**src/rtl/core/cau_pkg.sv**
```systemverilog
// Shared types, constants and saturation helpers for the complex arithmetic unit.
// No dependencies.
package cau_pkg;

    localparam int DATA_W = 32;
    // Remainder width of the divider: magnitude numerator shifted by up to DATA_W.
    localparam int RES_W  = 3 * DATA_W + 1;

    typedef enum logic [1:0] {
        OP_ADD = 2'd0,
        OP_SUB = 2'd1,
        OP_MUL = 2'd2,
        OP_DIV = 2'd3
    } op_t;

    typedef logic signed [DATA_W-1:0]   word_t;
    typedef logic signed [2*DATA_W-1:0] prod_t;

    localparam word_t WORD_MAX = word_t'({1'b0, {(DATA_W-1){1'b1}}});
    localparam word_t WORD_MIN = word_t'({1'b1, {(DATA_W-1){1'b0}}});

    typedef struct packed {
        op_t   req_type;
        word_t a_re;
        word_t a_im;
        word_t b_re;
        word_t b_im;
    } cau_req_t;

    typedef struct packed {
        word_t res_re;
        word_t res_im;
        logic  overflow;
        logic  div_zero;
    } cau_resp_t;

    // First front stage: sums and raw products.
    typedef struct packed {
        op_t                      op;
        logic signed [DATA_W:0]   sum_re;
        logic signed [DATA_W:0]   sum_im;
        prod_t                    p_rr;
        prod_t                    p_ii;
        prod_t                    p_ri;
        prod_t                    p_ir;
        prod_t                    d_rr;
        prod_t                    d_ii;
    } front_t;

    // Context carried down the divider stages.
    typedef struct packed {
        logic [RES_W-1:0]    r_re;
        logic [RES_W-1:0]    r_im;
        logic [2*DATA_W-1:0] den;
        logic [DATA_W-1:0]   q_re;
        logic [DATA_W-1:0]   q_im;
        logic                big_re;
        logic                big_im;
        logic                neg_re;
        logic                neg_im;
        logic                is_div;
        logic                dz;
        cau_resp_t           direct;
    } div_ctx_t;

    typedef struct packed {
        word_t val;
        logic  ovf;
    } sat_t;

    function automatic sat_t sat_wide(input logic signed [2*DATA_W:0] v);
        sat_t            s;
        logic [DATA_W+1:0] top;
        top = v[2*DATA_W:DATA_W-1];
        if (top == '0 || top == '1) begin
            s.val = word_t'(v[DATA_W-1:0]);
            s.ovf = 1'b0;
        end else begin
            s.val = v[2*DATA_W] ? WORD_MIN : WORD_MAX;
            s.ovf = 1'b1;
        end
        return s;
    endfunction

    function automatic sat_t sat_quot(input logic [DATA_W-1:0] q, input logic neg,
                                      input logic big);
        sat_t          s;
        logic [DATA_W:0] lim;
        lim = neg ? {2'b01, {(DATA_W-1){1'b0}}} : {2'b00, {(DATA_W-1){1'b1}}};
        if (big || ({1'b0, q} > lim)) begin
            s.val = neg ? WORD_MIN : WORD_MAX;
            s.ovf = 1'b1;
        end else begin
            s.val = neg ? word_t'(~q + 1'b1) : word_t'(q);
            s.ovf = 1'b0;
        end
        return s;
    endfunction

endpackage

```
**src/rtl/core/cau_fin_stage.sv**
```systemverilog
// Final stage: sign and saturate quotients, or pass the direct result.
// Depends on cau_pkg.
module cau_fin_stage (
    input  logic               aclk,
    input  logic               aresetn,
    input  logic               en,
    input  logic               in_valid,
    input  cau_pkg::div_ctx_t  in_ctx,
    output logic               out_valid,
    output cau_pkg::cau_resp_t out_data
);
    import cau_pkg::*;

    logic      valid_reg;
    cau_resp_t data_reg, data_next;
    sat_t      qre, qim;

    always_comb begin
        qre = sat_quot(in_ctx.q_re, in_ctx.neg_re, in_ctx.big_re);
        qim = sat_quot(in_ctx.q_im, in_ctx.neg_im, in_ctx.big_im);
        if (in_ctx.is_div && !in_ctx.dz) begin
            data_next.res_re   = qre.val;
            data_next.res_im   = qim.val;
            data_next.overflow = qre.ovf | qim.ovf;
            data_next.div_zero = 1'b0;
        end else begin
            data_next = in_ctx.direct;
        end
    end

    always_ff @(posedge aclk) begin
        if (!aresetn) begin
            valid_reg <= 1'b0;
        end else if (en) begin
            valid_reg <= in_valid;
        end
    end

    always_ff @(posedge aclk) begin
        if (en) begin
            data_reg <= data_next;
        end
    end

    assign out_valid = valid_reg;
    assign out_data  = data_reg;

endmodule

```
**config.mk**
```make
export PLATFORM = sky130hd
export DESIGN_NAME = cau_fin_stage
export DESIGN_NICKNAME = d
export VERILOG_FILES = /design/src/rtl/core/cau_pkg.sv /design/src/rtl/core/cau_fin_stage.sv
export SDC_FILE = /design/constraint.sdc
export NUM_CORES = 1
export LEC_CHECK = 0
export ABC_CLOCK_PERIOD_IN_PS = 3280
export BUFFER_PORTS_ARGS = -buffer_cell sky130_fd_sc_hd__buf_2
export CAP_MARGIN = 20
export CORE_AREA = 2 2 182 184
export DETAILED_ROUTE_END_ITERATION = 8
export DIE_AREA = 0 0 184 186
export PLACE_DENSITY = 0.46
export SLEW_MARGIN = 25
export SYNTH_ARGS = -nofsm -noshare
export SYNTH_HDL_FRONTEND = slang
export SYNTH_SLANG_ARGS = --single-unit
```
**constraint.sdc**
```tcl
create_clock -name aclk -period 3.28 [get_ports aclk]
set_clock_uncertainty 0.05 [all_clocks]
set_input_delay 0.164 -clock aclk [delete_from_list [all_inputs] [get_ports aclk]]
set_output_delay 0.164 -clock aclk [all_outputs]
set_load 0.02 [all_outputs]
```
==> key figures <==
Run status
  • Status: finished clean

Clock network
  • Clock root cell: clkbuf_16
  • Post_cts resized: 0
  • CTS tree: done
  • Clk_lat worst skew: 0.33 ns
  • Worst-path clk slew: 0.07 ns
  • Longest Clk Path Bufs: 2
  • Clk sinks: between 60 and 70
  • CTS buffer count: 9
  • H-Tree Depth: 3

Synthesis
  • Synthesized area: roughly 6300 um2
  • Synth warnings: 0
  • Most frequent cell after synthesis: nand2_1
  • Synth Flop Type: edfxtp_1
  • Top cell type's share of synthesized area: 31.5%
  • Largest cells by area after synthesis: edfxtp_1 32%, ha_1 13%, a21oi_1 7.6%
  • Syn Nets: 1223
  • Cell taking the most area after synthesis: edfxtp_1
  • Seq cells post-synth: 67
  • Post-synthesis cell count: 759
  • Asr flop ratio synth: 0%
  • EDFF count, synth: 66
  • Yosys cell types: between 60 and 70
  • Post-synth top cells: 119 x nand2_1, 96 x a21oi_1, 66 x edfxtp_1, 66 x ha_1, 59 x o21ai_0
  • Sequential area share after synthesis: a little under a third
  • Post-synthesis average cell area: 8.28 um2

Timing
  • Least-Margin Pin Slew: roughly 1.0 ns
  • RSZ-0062 raised after global routing: no
  • Crit path time final: between 3 and 4 ns
  • Final cycle utilization of the critical path: a little over nine tenths
  • Max-Slew Margin vs Limit: a little under a third
  • Final setup viols: 0
  • Pins Over Slew Limit: 0
  • Final Hold Vio Count: 0
  • Worst Hold Slack: between 0.04 and 0.05 ns
  • Fmax: 322 MHz

Final layout
  • Filler cell count: ~3.6k
  • Fin cells: roughly 1.4k
  • Final Util: a little over a quarter
  • Storage cell area: between 2000 and 2500 um2
  • Fin nets: 1454
  • Area of the multi-input gates: about 4100 um2
  • Share of cells above drive strength 1: roughly 30%
  • Area Growth Syn to Fin: 34.4%

Setup path
  • CP Capture Type: register
  • Worst EP required: 3.44 ns
  • Crit start category: input port
  • CP Data Arrival Time: 3.27 ns
  • Critical path class: input port to register
  • Crit Path Max Fanout: 34

Placed design
  • Final HPWL DP: ~22000 um
  • I/O Buffers: approximately 210
  • Placed cell count: between 1k and 1.5k
  • Placer Congestion: ~0.89

Global route
  • Met1 usage: 22.9%
  • Met3 GRT Util: under 10%
  • Vias in the first global route: between 6k and 7k
  • Largest net degree at the start of global routing: between 60 and 70
  • Met2 track demand over resource: between 20 and 25%
  • GRT busiest layer: met2
  • GR Overflow Total: 0
  • Aggregate global-route resource usage: between 10% and 20%
  • First-pass GRT wire length: about 41000 um
  • Initial antenna violation count: 6

Floorplan
  • Die width: roughly 180 um
  • Placement row count: 66
  • Die Height: 186 um
  • Starting Density: 19.5%
  • Core ar.: roughly 32000 um2
  • IO Pins: 465
  • Die area: 34200 um2

Hold path
  • Hold Crit Class: input port to register

Pwr
  • Leakage power: about 0.0035 uW
  • Power per cell area: approximately 380 nW/um2
  • Maximum vdd drop: roughly 0.21 mV
  • Gate power share: around 31%
  • Clock network fraction of total power: a little over a third
  • Switching fraction of total power: between 30% and 40%
  • Net switching power: ~1100 uW
  • Part of the power in registers: 33.4%
  • Int Pwr: around 2100 uW

Detailed routing
  • Drt drc: 0
  • First-iteration detailed-routing DRC count: about 640
  • Via Count: between 7k and 8k
  • DRT antenna net count: 0
  • Total wire length: 27900 um
  • Via density: 5.03
  • Pre-antenna DRT Iters: 5
  • DR WL/cell: slightly below 20 um

Run
  • Maxcap violations: 0
## placed cells by master, fill, tap and decap left out, types with 5 or more instances in the layout
master,count
inv_1,12
xor2_1,5
nor4_1,10
nand2b_1,13
a31oi_1,6
or2_2,10
a21oi_1,96
a211oi_1,10
buf_12,5
ha_1,66
or4_1,8
o2111ai_1,5
buf_4,45
clkbuf_16,9
or3_1,18
nand4_1,17
xnor2_1,7
nand2_1,119
edfxtp_1,66
nand3_1,17
nor3_1,32
buf_2,205
nor2_1,43
a21o_1,11
o31ai_1,24
o21ai_0,59
## cells by family after synthesis
family | share of synthesized area [%]
compound gates | 25.4
xor+xnor | 1.67
fa+ha+maj | 13.1
buf+inv | 3.60
flops | 31.8
mux | 0.318
simple gates | 24.0
## registers in the layout (all words and copies together), names as in the netlist
signal,count
out_data,66
out_valid,1
## power groups by stage
stage	logic, uW	registers (uW)	clock network [uW]
3_3_place_gp	973	1090	0
5_1_grt	1080	1080	1230
4_1_cts	982	1070	1200
6_report	979	1070	1160
3_5_place_dp	977	1090	0
2_1_floorplan	381	1190	0
## stage by stage
stage	area, um2	setup slack, ns	total power, uW	TNS, ns
floorplan	6290	0.0922	1570	0
detailed placement	8090	-0.179	2070	-0.289
global placement	8090	-0.188	2060	-0.221
CTS	8440	0.167	3260	0
global route	8450	0.0682	3390	0
finish	8450	0.171	3210	0
## repair_timing
| action | in CTS | in global routing |
|---|---|---|
| endpoints found under the setup margin | 0 | 0 |
| endpoints found under the hold margin | 1 | 0 |
| buffers inserted | 0 | 0 |
| hold buffers | 1 | 0 |
## critical path: stages
cell and delay (ns):
buf_2 0.13, buf_12 0.17, ha_1 0.33, nand4_1 0.18, or4_1 0.56, or3_1 0.33, o21ai_2 0.11, buf_4 0.24
buf_4 0.18, a21oi_1 0.07, o31ai_1 0.53, buf_4 0.25
## layer usage
| metal | vias to the layer above | part of all wire [%] |
|---|---|---|
| li1 | 3367 | - |
| met1 | 3318 | 47 |
| met2 | 350 | 41 |
| met3 | 29 | 10 |
| met4 | 2 | 1.6 |
| met5 | - | 0.039 |
## worst paths after layout
kind                           from                     end  slack, ns  cells past startpoint
max                      in_ctx[68]  out_data[23]$_DFFE_PP_       0.17                     12
min                        in_valid  out_valid$_SDFFE_PN0P_       0.05                      3
max reg2reg  out_valid$_SDFFE_PN0P_  out_valid$_SDFFE_PN0P_       2.64                      2
min reg2reg  out_valid$_SDFFE_PN0P_  out_valid$_SDFFE_PN0P_       0.47                      2
## area by class of cell
type / count / share of cell area, %
antenna: 2 / 0.0592
clock buffer: 9 / 2.67
clock inverter: 6 / 1.36
inverter: 12 / 0.533
multi-input combinational: 644 / 48.2
sequential: 67 / 23.7
tap: 408 / 6.04
timing repair buffer: 256 / 17.4
Power figures use the tool's default switching activity.
