===== config.mk =====
export PLATFORM = sky130hd
export DESIGN_NAME = cau_skid
export DESIGN_NICKNAME = d
export VERILOG_FILES = /design/src/rtl/core/cau_pkg.sv /design/src/rtl/core/cau_skid.sv
export SDC_FILE = /design/constraint.sdc
export NUM_CORES = 1
export LEC_CHECK = 0
export BUFFER_PORTS_ARGS = -buffer_cell sky130_fd_sc_hd__buf_2
export CAP_MARGIN = 0
export CELL_PAD_IN_SITES_DETAIL_PLACEMENT = 0
export CELL_PAD_IN_SITES_GLOBAL_PLACEMENT = 1
export CORE_MARGIN = 2
export CORE_UTILIZATION = 45
export CTS_BUF_LIST = sky130_fd_sc_hd__clkbuf_8
export CTS_CLUSTER_DIAMETER = 100
export DETAILED_ROUTE_END_ITERATION = 10
export GPL_TIMING_DRIVEN = 0
export PLACE_DENSITY = 0.86
export SYNTH_ARGS = -nofsm -noshare
export SYNTH_HDL_FRONTEND = slang
export SYNTH_SLANG_ARGS = --single-unit

===== constraint.sdc =====
create_clock -name aclk -period 5.8 [get_ports aclk]
set_input_delay 1.16 -clock aclk [delete_from_list [all_inputs] [get_ports aclk]]
set_output_delay 1.16 -clock aclk [all_outputs]
set_load 0.01 [all_outputs]

===== src/rtl/core/cau_pkg.sv =====
// Shared types, constants and saturation helpers for the complex arithmetic unit.
// No dependencies.
package cau_pkg;

    localparam int DATA_W = 32;
    // Remainder width of the divider: magnitude numerator shifted by up to DATA_W.
    localparam int RES_W  = 3 * DATA_W + 1;

    typedef enum logic [1:0] {
        OP_ADD = 2'd0,
        OP_SUB = 2'd1,
        OP_MUL = 2'd2,
        OP_DIV = 2'd3
    } op_t;

    typedef logic signed [DATA_W-1:0]   word_t;
    typedef logic signed [2*DATA_W-1:0] prod_t;

    localparam word_t WORD_MAX = word_t'({1'b0, {(DATA_W-1){1'b1}}});
    localparam word_t WORD_MIN = word_t'({1'b1, {(DATA_W-1){1'b0}}});

    typedef struct packed {
        op_t   req_type;
        word_t a_re;
        word_t a_im;
        word_t b_re;
        word_t b_im;
    } cau_req_t;

    typedef struct packed {
        word_t res_re;
        word_t res_im;
        logic  overflow;
        logic  div_zero;
    } cau_resp_t;

    // First front stage: sums and raw products.
    typedef struct packed {
        op_t                      op;
        logic signed [DATA_W:0]   sum_re;
        logic signed [DATA_W:0]   sum_im;
        prod_t                    p_rr;
        prod_t                    p_ii;
        prod_t                    p_ri;
        prod_t                    p_ir;
        prod_t                    d_rr;
        prod_t                    d_ii;
    } front_t;

    // Context carried down the divider stages.
    typedef struct packed {
        logic [RES_W-1:0]    r_re;
        logic [RES_W-1:0]    r_im;
        logic [2*DATA_W-1:0] den;
        logic [DATA_W-1:0]   q_re;
        logic [DATA_W-1:0]   q_im;
        logic                big_re;
        logic                big_im;
        logic                neg_re;
        logic                neg_im;
        logic                is_div;
        logic                dz;
        cau_resp_t           direct;
    } div_ctx_t;

    typedef struct packed {
        word_t val;
        logic  ovf;
    } sat_t;

    function automatic sat_t sat_wide(input logic signed [2*DATA_W:0] v);
        sat_t            s;
        logic [DATA_W+1:0] top;
        top = v[2*DATA_W:DATA_W-1];
        if (top == '0 || top == '1) begin
            s.val = word_t'(v[DATA_W-1:0]);
            s.ovf = 1'b0;
        end else begin
            s.val = v[2*DATA_W] ? WORD_MIN : WORD_MAX;
            s.ovf = 1'b1;
        end
        return s;
    endfunction

    function automatic sat_t sat_quot(input logic [DATA_W-1:0] q, input logic neg,
                                      input logic big);
        sat_t          s;
        logic [DATA_W:0] lim;
        lim = neg ? {2'b01, {(DATA_W-1){1'b0}}} : {2'b00, {(DATA_W-1){1'b1}}};
        if (big || ({1'b0, q} > lim)) begin
            s.val = neg ? WORD_MIN : WORD_MAX;
            s.ovf = 1'b1;
        end else begin
            s.val = neg ? word_t'(~q + 1'b1) : word_t'(q);
            s.ovf = 1'b0;
        end
        return s;
    endfunction

endpackage


===== src/rtl/core/cau_skid.sv =====
// Two-entry output buffer that decouples the pipeline from result backpressure.
// Depends on cau_pkg.
module cau_skid (
    input  logic               aclk,
    input  logic               aresetn,
    input  logic               push,
    input  cau_pkg::cau_resp_t push_data,
    output logic               room,
    output logic               m_valid,
    input  logic               m_ready,
    output cau_pkg::cau_resp_t m_data
);
    import cau_pkg::*;

    cau_resp_t  mem [0:1];
    logic [1:0] count_reg, count_next;
    logic       wr_ptr_reg, rd_ptr_reg;
    logic       pop;

    assign pop     = (count_reg != 2'd0) && m_ready;
    assign room    = (count_reg != 2'd2);
    assign m_valid = (count_reg != 2'd0);
    assign m_data  = mem[rd_ptr_reg];

    always_comb begin
        count_next = count_reg;
        if (push && !pop) begin
            count_next = count_reg + 2'd1;
        end else if (pop && !push) begin
            count_next = count_reg - 2'd1;
        end
    end

    always_ff @(posedge aclk) begin
        if (!aresetn) begin
            count_reg  <= 2'd0;
            wr_ptr_reg <= 1'b0;
            rd_ptr_reg <= 1'b0;
        end else begin
            count_reg <= count_next;
            if (push) begin
                wr_ptr_reg <= ~wr_ptr_reg;
            end
            if (pop) begin
                rd_ptr_reg <= ~rd_ptr_reg;
            end
        end
    end

    always_ff @(posedge aclk) begin
        if (push) begin
            mem[wr_ptr_reg] <= push_data;
        end
    end

endmodule


==> impl_metrics.env <==
export IMPL_detailedPlacementHpwl_um=5580
export IMPL_setup_violations=0
export IMPL_residual_antenna_violating_net_count_after_detailed_routing=0
export IMPL_max_clock_freq_mhz=354.3
export IMPL_critPathLaunchType="flip-flop"
export IMPL_drc=0
export IMPL_routed_via_density=4.803
export IMPL_pin_count_of_the_biggest_net_entering_global_routing=67
export IMPL_maxSlewHeadroom_pct=39.84
export IMPL_layoutNonFillerInstCount=537
export IMPL_floorplan_initialDensity_pct=46.03
export IMPL_holdCritPathClass="reg2reg"
export IMPL_largest_register_ffs=132
export IMPL_syn2layout_area_growth_pct=26.10
export IMPL_drt_first_pass_iters=4
export IMPL_critical_path_peak_fanout=10
export IMPL_worstMarginPinSlew_ps=902.4
export IMPL_die_h_um=109.3
export IMPL_worstPathCellList="buf_4 > buf_6 > mux2_1 > buf_2"
export IMPL_p_per_area_nw_per_um2=392.4
export IMPL_post_route_cells_drive_above_1_share_pct=44.84
export IMPL_ys_seq_elements=137
export IMPL_post_dp_cell_area_sq_um=5901
export IMPL_fin_area_sq_um=6292
export IMPL_hold_viol=0
export IMPL_cpMaxStageDelayCell="sky130_fd_sc_hd__dfxtp_1"
export IMPL_nNetsFinal=456
export IMPL_power_leakage_nw=2.380
export IMPL_regToRegStartpoint="wr_ptr_reg$_SDFFE_PN0P_"
export IMPL_mappedNetlistArea_sq_um=4990
export IMPL_yosysWarnings=0
export IMPL_antenna_found_initial=0
export IMPL_grt_first_pass_wirelength_um=12580
export IMPL_crit_arrival_ps=1660
export IMPL_run_status="completed"
export IMPL_timing_final_crit_share_pct=48.66
export IMPL_finClkSkew_ps=8.374
export IMPL_post_synth_top_area_cell="sky130_fd_sc_hd__edfxtp_1"
export IMPL_ctsResizeCount=0
export IMPL_avgRoutedWirePerCell_um=15.47
export IMPL_synth_yosys_seq_area_share_pct=81.44
export IMPL_final_fill_count=854
export IMPL_syn_mean_instance_area_sq_um=21.98
export IMPL_place_inst=506
export IMPL_first_iter_violations=65
export IMPL_route_final_wire_length_um=8308
export IMPL_antenna_cells_inserted=0
export IMPL_timing_max_cap_violations=0
export IMPL_die_x_extent_um=109.3
export IMPL_post_cts_hold_buffer_count=0
export IMPL_clock_latency_ps=410
export IMPL_post_cts_buffers=0
export IMPL_number_of_standard_cells_after_synthesis=227
export IMPL_max_clock_path_buffers=2
export IMPL_number_of_distinct_library_cells_after_synthesis=18
export IMPL_worst_setup_path_end_kind="output pin"
export IMPL_worst_path_largest_cell_delay_ps=360
export IMPL_routed_via_count=2579
export IMPL_layout_min_cycle_time_ps=2822
export IMPL_worst_ep_required_time_ps=4640
export IMPL_worst_setup_path_type="reg2out"
export IMPL_clk_pin_slew_ps=70
export IMPL_synth_top_cell_area_share_pct=79.44
export IMPL_tritoncts="built"
export IMPL_via_count_of_the_first_global_routing_pass=2627
export IMPL_clock_root_buffer="sky130_fd_sc_hd__clkbuf_8"
export IMPL_gp_routability_congestion=0.6749
export IMPL_buffer_ports_inserted=137
export IMPL_finalMaxSlewViolations=0
export IMPL_cts_htree_levels=4
export IMPL_die_area_sq_um=11950
export IMPL_core_area_sq_um=10840
export IMPL_cts_sink_count=137
export IMPL_grt_overflow_total=0
export IMPL_cts_buffers=17
export IMPL_num_io_pins=138
export IMPL_worst_ir_drop_vdd_uv=207.9
export IMPL_holdWs_ps=529.2
export IMPL_grt_util_all_layers_pct=14.32
export IMPL_fp_row_count=38
export IMPL_finalPower_mw=2.469
export IMPL_synth_nets=298
export IMPL_hold_path_startpoint="count_reg[1]$_SDFFE_PN0P_"
export IMPL_synth_area_top_cells="sky130_fd_sc_hd__edfxtp_1 (79%), sky130_fd_sc_hd__mux2_1 (15%), sky130_fd_sc_hd__dfxtp_1 (2.0%)"
export IMPL_unrepaired_setup_endpoints_after_global_routing="no"
==> worst max-delay path: cells and delay by family (launching register included) <==
family	cells	cell delay [ps]
buffers and inverters	3	550
flip-flops	1	360
multiplexers	1	330
==> layer usage <==
layer / wire length [um] / global-route usage [%]
met5: 0 / 0
met4: 19 / 4.882
met3: 739 / 7.232
met2: 4252 / 24.09
met1: 3296 / 15.76
==> per-stage QoR <==
stage          TNS, ps  utilization, %  setup WS (ps)
2_1_floorplan        0               -           1210
3_3_place_gp    -33400           53.97         -502.9
3_5_place_dp         0           54.43           3310
4_1_cts              0           58.04           2898
5_1_grt              0           58.04           2855
6_report             0           58.04           2978
==> worst paths after layout <==
check | endpoint | slack [ps] | cells past startpoint
worst max-delay path | m_data[43] | 2980 | 4
worst min-delay path | count_reg[1]$_SDFFE_PN0P_ | 530 | 2
worst max register to register | mem[1][59]$_DFFE_PP_ | 4240 | 1
worst min register to register | count_reg[1]$_SDFFE_PN0P_ | 530 | 2
==> cells in the final DEF (no fill, tap or decap), types with 2 or more instances in the layout <==
| cell type | n |
|---|---|
| sky130_fd_sc_hd__xnor2_1 | 2 |
| sky130_fd_sc_hd__buf_2 | 139 |
| sky130_fd_sc_hd__and2_1 | 3 |
| sky130_fd_sc_hd__buf_12 | 2 |
| sky130_fd_sc_hd__dfxtp_1 | 5 |
| sky130_fd_sc_hd__clkinv_2 | 5 |
| sky130_fd_sc_hd__buf_6 | 4 |
| sky130_fd_sc_hd__clkbuf_8 | 17 |
| sky130_fd_sc_hd__mux2_1 | 66 |
| sky130_fd_sc_hd__edfxtp_1 | 132 |
| sky130_fd_sc_hd__clkinvlp_4 | 4 |
| sky130_fd_sc_hd__bufinv_16 | 3 |
==> synthesized netlist by cell type <==
library cell / n
sky130_fd_sc_hd__edfxtp_1: 132
sky130_fd_sc_hd__or3_1: 1
sky130_fd_sc_hd__nor2b_1: 2
sky130_fd_sc_hd__mux2_1: 66
sky130_fd_sc_hd__o21a_1: 1
sky130_fd_sc_hd__or2_1: 1
sky130_fd_sc_hd__buf_2: 2
sky130_fd_sc_hd__a21boi_1: 1
sky130_fd_sc_hd__nand2b_1: 1
sky130_fd_sc_hd__o21ai_1: 1
sky130_fd_sc_hd__ha_1: 1
sky130_fd_sc_hd__o21ai_0: 1
sky130_fd_sc_hd__buf_4: 1
sky130_fd_sc_hd__xnor2_1: 2
sky130_fd_sc_hd__buf_6: 4
sky130_fd_sc_hd__xor2_1: 1
sky130_fd_sc_hd__and2_1: 4
sky130_fd_sc_hd__dfxtp_1: 5
==> kinds of logic (layout without fill, tap and decap cells) <==
family / count (synthesis) / count (layout) / share of synthesized area, %
buf+inv: 7 / 177 / 1.254
simple gates: 9 / 9 / 1.129
mux: 66 / 66 / 14.89
compound gates: 4 / 4 / 0.5014
xor+xnor: 3 / 3 / 0.5267
flops: 137 / 137 / 81.44
fa+ha+maj: 1 / 1 / 0.2507
==> power by group <==
part / leakage [nW] / switching [mW] / internal, mW
registers: 1.28 / 0.0215 / 1.15
clock network: 0.190 / 0.337 / 0.417
logic: 0.909 / 0.280 / 0.263
==> area by class of cell <==
type	count	area [sq um]	share of cell area, %
Clock buffer	17	234.0	3.718
Buffer	7	62.56	0.9942
Tap cell	140	175.2	2.784
Sequential cell	137	4064	64.59
Clock inverter	14	157.7	2.505
Timing Repair Buffer	139	725.7	11.53
Multi-Input combinational cell	83	873.3	13.88
Note: power is estimated with default switching activity, not from simulation.
