**config.mk**
```make
export PLATFORM = sky130hd
export DESIGN_NAME = cau_div_stage
export DESIGN_NICKNAME = d
export VERILOG_FILES = /design/src/rtl/core/cau_pkg.sv /design/src/rtl/core/cau_div_stage.sv
export SDC_FILE = /design/constraint.sdc
export NUM_CORES = 1
export LEC_CHECK = 0
export BUFFER_PORTS_ARGS = -buffer_cell sky130_fd_sc_hd__buf_4
export CAP_MARGIN = 20
export CELL_PAD_IN_SITES_DETAIL_PLACEMENT = 0
export CELL_PAD_IN_SITES_GLOBAL_PLACEMENT = 1
export CORE_AREA = 2 2 311 313
export CTS_BUF_LIST = sky130_fd_sc_hd__clkbuf_8
export CTS_CLUSTER_SIZE = 40
export DETAILED_ROUTE_END_ITERATION = 12
export DIE_AREA = 0 0 313 315
export PLACE_DENSITY = 0.63
export SLEW_MARGIN = 30
export SYNTH_ARGS = -nofsm -noshare
export SYNTH_HDL_FRONTEND = slang
export SYNTH_SLANG_ARGS = --single-unit
```
**constraint.sdc**
```tcl
create_clock -name aclk -period 3.88 [get_ports aclk]
set_input_delay 0.388 -clock aclk [delete_from_list [all_inputs] [get_ports aclk]]
set_output_delay 0.388 -clock aclk [all_outputs]
set_load 0.005 [all_outputs]
```
**src/rtl/core/cau_pkg.sv**
```systemverilog
// Shared types, constants and saturation helpers for the complex arithmetic unit.
// No dependencies.
package cau_pkg;

    localparam int DATA_W = 32;
    // Remainder width of the divider: magnitude numerator shifted by up to DATA_W.
    localparam int RES_W  = 3 * DATA_W + 1;

    typedef enum logic [1:0] {
        OP_ADD = 2'd0,
        OP_SUB = 2'd1,
        OP_MUL = 2'd2,
        OP_DIV = 2'd3
    } op_t;

    typedef logic signed [DATA_W-1:0]   word_t;
    typedef logic signed [2*DATA_W-1:0] prod_t;

    localparam word_t WORD_MAX = word_t'({1'b0, {(DATA_W-1){1'b1}}});
    localparam word_t WORD_MIN = word_t'({1'b1, {(DATA_W-1){1'b0}}});

    typedef struct packed {
        op_t   req_type;
        word_t a_re;
        word_t a_im;
        word_t b_re;
        word_t b_im;
    } cau_req_t;

    typedef struct packed {
        word_t res_re;
        word_t res_im;
        logic  overflow;
        logic  div_zero;
    } cau_resp_t;

    // First front stage: sums and raw products.
    typedef struct packed {
        op_t                      op;
        logic signed [DATA_W:0]   sum_re;
        logic signed [DATA_W:0]   sum_im;
        prod_t                    p_rr;
        prod_t                    p_ii;
        prod_t                    p_ri;
        prod_t                    p_ir;
        prod_t                    d_rr;
        prod_t                    d_ii;
    } front_t;

    // Context carried down the divider stages.
    typedef struct packed {
        logic [RES_W-1:0]    r_re;
        logic [RES_W-1:0]    r_im;
        logic [2*DATA_W-1:0] den;
        logic [DATA_W-1:0]   q_re;
        logic [DATA_W-1:0]   q_im;
        logic                big_re;
        logic                big_im;
        logic                neg_re;
        logic                neg_im;
        logic                is_div;
        logic                dz;
        cau_resp_t           direct;
    } div_ctx_t;

    typedef struct packed {
        word_t val;
        logic  ovf;
    } sat_t;

    function automatic sat_t sat_wide(input logic signed [2*DATA_W:0] v);
        sat_t            s;
        logic [DATA_W+1:0] top;
        top = v[2*DATA_W:DATA_W-1];
        if (top == '0 || top == '1) begin
            s.val = word_t'(v[DATA_W-1:0]);
            s.ovf = 1'b0;
        end else begin
            s.val = v[2*DATA_W] ? WORD_MIN : WORD_MAX;
            s.ovf = 1'b1;
        end
        return s;
    endfunction

    function automatic sat_t sat_quot(input logic [DATA_W-1:0] q, input logic neg,
                                      input logic big);
        sat_t          s;
        logic [DATA_W:0] lim;
        lim = neg ? {2'b01, {(DATA_W-1){1'b0}}} : {2'b00, {(DATA_W-1){1'b1}}};
        if (big || ({1'b0, q} > lim)) begin
            s.val = neg ? WORD_MIN : WORD_MAX;
            s.ovf = 1'b1;
        end else begin
            s.val = neg ? word_t'(~q + 1'b1) : word_t'(q);
            s.ovf = 1'b0;
        end
        return s;
    endfunction

endpackage

```
**src/rtl/core/cau_div_stage.sv**
```systemverilog
// One restoring-division step for both quotient parts; top step flags oversize quotients.
// Depends on cau_pkg.
module cau_div_stage #(
    parameter int SHIFT = 0
) (
    input  logic              aclk,
    input  logic              aresetn,
    input  logic              en,
    input  logic              in_valid,
    input  cau_pkg::div_ctx_t in_ctx,
    output logic              out_valid,
    output cau_pkg::div_ctx_t out_ctx
);
    import cau_pkg::*;

    logic             valid_reg;
    div_ctx_t         ctx_reg, ctx_next;
    logic [RES_W-1:0] dsh;
    logic             ge_re, ge_im;

    assign dsh   = {{(RES_W-2*DATA_W){1'b0}}, in_ctx.den} << SHIFT;
    assign ge_re = (in_ctx.r_re >= dsh);
    assign ge_im = (in_ctx.r_im >= dsh);

    generate
        if (SHIFT >= DATA_W) begin : g_top
            // Quotient at or above 2^DATA_W: mark it, leave the remainder.
            always_comb begin
                ctx_next        = in_ctx;
                ctx_next.big_re = ge_re;
                ctx_next.big_im = ge_im;
            end
        end else begin : g_bit
            always_comb begin
                ctx_next = in_ctx;
                if (ge_re) begin
                    ctx_next.r_re        = in_ctx.r_re - dsh;
                    ctx_next.q_re[SHIFT] = 1'b1;
                end
                if (ge_im) begin
                    ctx_next.r_im        = in_ctx.r_im - dsh;
                    ctx_next.q_im[SHIFT] = 1'b1;
                end
            end
        end
    endgenerate

    always_ff @(posedge aclk) begin
        if (!aresetn) begin
            valid_reg <= 1'b0;
        end else if (en) begin
            valid_reg <= in_valid;
        end
    end

    always_ff @(posedge aclk) begin
        if (en) begin
            ctx_reg <= ctx_next;
        end
    end

    assign out_valid = valid_reg;
    assign out_ctx   = ctx_reg;

endmodule

```
==> impl_metrics.json, run 1 <==
{
  "grt_max_degree": 96,
  "root_buffer": "clkbuf_8",
  "postSynthAreaPerCell_um2": 10.0,
  "yosysWarnings": 0,
  "p_leak_nw": 16.5,
  "ys_types": 74,
  "finalInstanceArea_um2": 39300,
  "min_period_over_period_pct": 99.6,
  "finClkSkew_ps": 0,
  "synth.area.mux_share_pct": 0.133,
  "htreeDepth": 3,
  "start_util_pct": 24.6,
  "drive_above_1_share_pct": 34.1,
  "worstMarginPinSlew_ps": 803,
  "finalCriticalPeriod_ps": 3860,
  "wl_um": 122000,
  "firstDrtPassIters": 5,
  "wl_met3_um": 7610,
  "cts_buffer_depth": 3,
  "drcViolationCount": 0,
  "crit_type": "in2reg",
  "layout_common_cells": "buf_4 (1182), edfxtp_1 (394), dlygate4sd3_1 (375)",
  "min_path_cells": 3,
  "synth_area_leaders": "edfxtp_1 (50%), ha_1 (6.8%), a21oi_1 (5.3%), xnor2_1 (4.1%), o21ai_0 (4.0%)",
  "synthSimpleGateAreaFrac_pct": 15.5,
  "synth_edf_count": 394,
  "nets": 4420,
  "cpLargestDelayFamily": "buffers and inverters",
  "die_w_um": 313,
  "fp.dieH_um": 315,
  "syn_area_um2": 23500,
  "layout_commonest_cell": "buf_4",
  "globalplace.congestion": 0.913,
  "hpwl_um": 99700,
  "io_pins": 793,
  "dr.max_layer_used": "met5",
  "cp_num_buf_inv": 7,
  "drtAntennaViolNets": 0,
  "numPortBuffers": 792,
  "synth_top_area_share_pct": 50.3,
  "cp-end-kind": "flip-flop",
  "critPathArrivalTime_ps": 4400,
  "grt_pass1_vias": 25252,
  "relSlewSlack_pct": 46.5,
  "fin_cells": 5240,
  "syn_nets": 2870,
  "hold_path_end": "out_ctx[245]$_DFFE_PP_",
  "max_stage_delay_ps": 540,
  "dr_wl_met2_um": 60100,
  "synth-xor-area-share_pct": 6.93,
  "grt_pass1_wl_um": 170000,
  "clkSinkCount": 395,
  "synth_area_leader_cell": "edfxtp_1",
  "slew_viol_final": 0,
  "start_kind": "input port",
  "cp_cell_sequence": "dlygate4sd3_1 -> buf_4 -> inv_1 -> buf_4 -> ha_1 -> a21oi_1 -> o21ai_0 -> o21bai_1 -> a221oi_1 -> buf_4 -> o22a_1 -> o211ai_1 -> buf_4 -> a31oi_1 -> nand3_1 -> nor4_1 -> buf_4 -> xor2_1",
  "cp_slowest_cell": "dlygate4sd3_1",
  "nFillCells": 9587,
  "num_vias": 24752,
  "dpl.cell_count": 4712,
  "synth_seq_cells": 395,
  "rsz0062_at_grt": "true",
  "cap_violations": 0,
  "synth_ff_type": "edfxtp_1",
  "status": "complete, no violations",
  "synthAdderAreaFrac_pct": 6.98,
  "hold_violations": 0,
  "placed_area_um2": 33800,
  "antenna_found_initial": 23,
  "synthArstFlopShare_pct": 0,
  "synth_top_family_by_area": "compound AO/OA/AOI/OAI gates",
  "die-area_um2": 98600,
  "num_rows": 114,
  "met1Wirelength_um": 48900,
  "utilization_pct": 41.0,
  "critical_path.startpoint": "in_ctx[167]",
  "r2r_start": "out_valid$_SDFFE_PN0P_",
  "fmax_mhz": 259,
  "synth_compound_area_share_pct": 16.6,
  "via_per_inst": 4.72,
  "reg2reg_setup_slack_ps": 2730,
  "cts_tree": "built",
  "peakVddDrop_uv": 213,
  "reg2reg_to": "out_valid$_SDFFE_PN0P_",
  "setup_viol": 0,
  "areaGrowthSynthToFinish_pct": 66.9,
  "clk_pin_slew_worst_paths_ps": 60,
  "clock_latency_ps": 680,
  "fp.coreArea_um2": 95700,
  "drt-initial-drc-count": 1406,
  "grt_usage_pct": 23.8,
  "wl_per_cell_um": 23.3,
  "min_from": "in_ctx[245]",
  "crit_top_cell": "buf_4",
  "cp_max_fo": 4,
  "crit_required_ps": 4420,
  "syn_inst": 2342,
  "cts_buffers": 77,
  "worstRegToRegCells": 3,
  "gr-total-overflow": 0,
  "hold_path.class": "in2reg",
  "seq_area_frac_synth_pct": 50.4,
  "p_per_area_nw_per_um2": 354
}
==> worst max path at each step <==
stage,cells past startpoint,to,slack (ps)
floorplan,14,out_ctx[368]$_DFFE_PP_,390
global placement,14,out_ctx[387]$_DFFE_PP_,-380
detailed placement,11,out_ctx[335]$_DFFE_PP_,-330
CTS,15,out_ctx[383]$_DFFE_PP_,6
global route,18,out_ctx[276]$_DFFE_PP_,-60
finish,18,out_ctx[276]$_DFFE_PP_,20
==> state kept, by name (all words and copies together) (netlist names) <==
name and flops:
out_ctx 394, out_valid 1
==> power breakdown <==
part / switching, W / leakage (nW) / internal, W / total, W
clock: 0.00199 / 0.829 / 0.00228 / 0.00427
combinational: 0.00210 / 11.8 / 0.00207 / 0.00417
sequential: 0.000161 / 3.87 / 0.00528 / 0.00544
total: 0.00425 / 16.5 / 0.00963 / 0.0139
==> worst reg2reg max path: stages, from the launching register on <==
cell and delay [ps]:
dfxtp_1 310, mux2i_1 130, nor2b_1 60, dlygate4sd3_1 550
==> area by class of cell <==
class / instances / area (µm²) / area share [%]
multi-input cells: 1737 / 11000 / 28.0
diodes: 13 / 32.5 / 0.0829
inverters: 113 / 424 / 1.08
repair buffers: 1568 / 12800 / 32.7
clock inverters: 60 / 422 / 1.07
flip-flops and latches: 395 / 11900 / 30.2
clock buffers: 78 / 1070 / 2.73
well taps: 1276 / 1600 / 4.07
==> metal layers <==
layer,vias up,global-route usage (%)
met5,-,0
met4,18,11.1
met3,194,5.62
met2,820,41.3
met1,11902,27.6
li1,11818,-
==> stage by stage <==
step | hold slack, ps | worst slack (ps) | setup TNS (ps) | power (W)
floorplan | 487 | 393 | 0 | 0.00689
global placement | 505 | -377 | -7430 | 0.00934
detailed placement | 528 | -333 | -11070 | 0.00933
CTS | 0.264 | 5.83 | 0 | 0.0141
global route | 64.7 | -55.5 | -158 | 0.0146
finish | 78.0 | 15.9 | 0 | 0.0139
==> synth_stat cells (all sizes together), types with 6 or more instances <==
cell type  instances
edfxtp           394
a21oi            247
nand2            247
o21ai            190
nor2             188
ha               128
inv              113
xnor2            110
clkbuf            82
xor2              76
nand4             75
nor3              50
a21o              35
nor4              34
o21bai            34
or3               33
nand3             31
nand2b            25
a31oi             22
nor2b             18
o21a              18
buf               15
o31ai             13
or2               13
o211ai            12
a211oi            11
or4               11
a21boi             9
o311ai             9
o2111ai            7
and2               6
==> cell families after synthesis <==
family,Yosys count
adders and majority gates,130
muxes,3
DFF,395
AOI/OAI and AO/OA,658
and+or+nand+nor,760
buffers and inverters,210
xor gates and xnor gates,186
==> timing repair <==
item	4_1_cts	5_1_grt
setup endpoints to repair	0	96
hold buffers	375	0
setup buffers	0	1
hold endpoints to repair	374	0
resized for setup	0	37
Note: power is estimated with default switching activity, not from simulation.
==> run 2, diff against run 1 <==
RECOVER_POWER = 25   (was not set)
==> run 2 against run 1 <==
  * The flow now finishes with violations (max-capacitance violations, max-slew violations)
  * Critical path depth stayed put
  * Sequential cell count stayed put
  * Count of clock-buffer cells in the layout stayed put
  * Fmax is 0.55% higher
  * Utilization is 0.23 points lower
  * Sequential power hardly changed
  * Clock skew stayed put
  * Final cell count hardly changed
  * Critical path type unchanged
  * Highest routed layer unchanged
==> impl_metrics.json, run 2 (synthesized netlist as in run 1, its figures left out) <==
{
  "p_leak_nw": 16.3,
  "p_int_w": 0.00960,
  "clk_pin_slew_worst_paths_ps": 60,
  "reg2reg_to": "out_valid$_SDFFE_PN0P_",
  "areaGrowthSynthToFinish_pct": 66.0,
  "drtAntennaViolNets": 0,
  "power_w": 0.0138,
  "grt_pass1_vias": 25252,
  "worstRegToRegCells": 3,
  "cp_max_fo": 4,
  "grt_max_degree": 96,
  "via_per_inst": 4.71,
  "crit_top_cell": "buf_4",
  "htreeDepth": 3,
  "start_util_pct": 24.6,
  "finalCriticalPeriod_ps": 3840,
  "comb_power_share_pct": 29.8,
  "wl_per_cell_um": 23.3,
  "num_vias": 24679,
  "drive_above_1_share_pct": 32.8,
  "finClkSkew_ps": 0,
  "r2r_start": "out_valid$_SDFFE_PN0P_",
  "cp-end-kind": "flip-flop",
  "violations": "max-capacitance violations, max-slew violations",
  "setup_viol": 0,
  "io_pins": 793,
  "hold_path_end": "out_ctx[245]$_DFFE_PP_",
  "crit_required_ps": 4420,
  "max_stage_delay_ps": 530,
  "start_kind": "input port",
  "numPortBuffers": 792,
  "grt_pass1_wl_um": 170000,
  "worstMarginPinSlew_ps": 2540,
  "p_sw_w": 0.00425,
  "hold_path.class": "in2reg",
  "fp.coreArea_um2": 95700,
  "cap_violations": 2,
  "hold_violations": 0,
  "pwr-share-seq_pct": 39.3,
  "clock_latency_ps": 680,
  "cts_buffers": 77,
  "wl_um": 122000,
  "p_per_area_nw_per_um2": 355,
  "die-area_um2": 98600,
  "gr-total-overflow": 0,
  "drt-initial-drc-count": 1451,
  "largest_reg_flops": 394,
  "antenna_found_initial": 23,
  "p_clk_share_pct": 30.8,
  "root_buffer": "clkbuf_8",
  "hold_slack_ps": 71.7,
  "rsz0062_at_grt": "true",
  "fmax_mhz": 260,
  "drcViolationCount": 0,
  "fp.dieH_um": 315,
  "crit_type": "in2reg",
  "switching_share_pct": 30.7,
  "cp_cell_sequence": "dlygate4sd3_1 -> buf_4 -> inv_1 -> buf_4 -> ha_1 -> a21oi_1 -> o21ai_0 -> o21bai_1 -> a221oi_1 -> buf_4 -> o22a_1 -> o211ai_1 -> buf_4 -> a31oi_1 -> nand3_1 -> nor4_1 -> buf_4 -> xor2_1",
  "layout_commonest_cell": "buf_4",
  "globalplace.congestion": 0.913,
  "cp_slowest_cell": "dlygate4sd3_1",
  "die_w_um": 313,
  "relSlewSlack_pct": -69.6,
  "cts_buffer_depth": 3,
  "min_period_over_period_pct": 99.0,
  "grt_usage_pct": 23.8,
  "clkSinkCount": 395,
  "peakVddDrop_uv": 213,
  "layout_common_cells": "buf_4 (989), edfxtp_1 (394), dlygate4sd3_1 (375)",
  "min_path_cells": 3,
  "hpwl_um": 99700,
  "num_rows": 114,
  "reg2reg_setup_slack_ps": 2700,
  "status": "finished with violations",
  "nets": 4420,
  "critPathArrivalTime_ps": 4380,
  "min_from": "in_ctx[245]",
  "firstDrtPassIters": 5,
  "cts_tree": "built",
  "nFillCells": 9650,
  "slew_viol_final": 102
}
run 2: changes by cell type in the layout (fill, tap and decap cells not counted):
cell / change
buf_4: -193
clkbuf_4: +141
clkbuf_1: +53
diode_2: +2
buf_12: -1
buf_8: -1
clkbuf_2: +1
run 2: critical path, delay by kind of cell:
| kind | cells | cell delay (ps) |
|---|---|---|
| XOR/XNOR | 1 | 160 |
| AO/OA/AOI/OAI | 7 | 1390 |
| AND/OR/NAND/NOR | 2 | 560 |
| adder cells (fa/ha/maj) | 1 | 260 |
| buffers and inverters | 7 | 1610 |
run 2: per-stage QoR:
stage / setup slack [ps] / cell area [µm²] / instances / utilization [%] / setup TNS (ps)
after floorplan: 393 / 23500 / 2342 / - / 0
after global placement: -377 / 33800 / 4712 / 35.3 / -7430
after detailed placement: -333 / 33800 / 4712 / 35.3 / -11070
after CTS: 5.83 / 39100 / 5225 / 40.8 / 0
after global routing: -68.9 / 39000 / 5238 / 40.8 / -429
final: 37.2 / 39000 / 5242 / 40.8 / 0
run 2: worst max-delay path by stage:
stage | startpoint | endpoint | slack, ps
floorplan | in_ctx[175] | out_ctx[368]$_DFFE_PP_ | 390
global placement | in_ctx[136] | out_ctx[387]$_DFFE_PP_ | -380
detailed placement | in_ctx[384] | out_ctx[335]$_DFFE_PP_ | -330
CTS | in_ctx[167] | out_ctx[383]$_DFFE_PP_ | 6
global route | in_ctx[170] | out_ctx[383]$_DFFE_PP_ | -70
finish | in_ctx[167] | out_ctx[276]$_DFFE_PP_ | 40
run 2: layout make-up:
class / instances / area [µm²] / share of cell area [%]
clock inverter: 60 / 422 / 1.08
inverter: 113 / 424 / 1.09
sequential: 395 / 11900 / 30.4
tap: 1276 / 1600 / 4.09
antenna: 15 / 37.5 / 0.0961
multi-input combinational: 1737 / 11000 / 28.2
timing repair buffer: 1568 / 12600 / 32.3
clock buffer: 78 / 1070 / 2.75
run 2: power by group through the flow:
stage	Combinational (W)	Sequential (W)	Clock, W
after floorplan	0.00134	0.00554	0
after global placement	0.00382	0.00552	0
after detailed placement	0.00382	0.00552	0
after CTS	0.00418	0.00544	0.00445
after global routing	0.00445	0.00548	0.00461
final	0.00413	0.00544	0.00427
run 2: metal layers:
metal | global-route usage [%] | vias up | part of all wire (%)
li1 | - | 11825 | -
met1 | 27.6 | 11860 | 40
met2 | 41.3 | 788 | 49
met3 | 5.62 | 192 | 6.1
met4 | 11.1 | 14 | 4.7
met5 | 0 | - | 0.080
run 2: timing repair:
item	in CTS	in global routing
setup endpoints to repair	0	96
endpoints found under the hold margin	374	0
gates resized for setup	0	37
buffers inserted	0	1
hold buffers	375	0
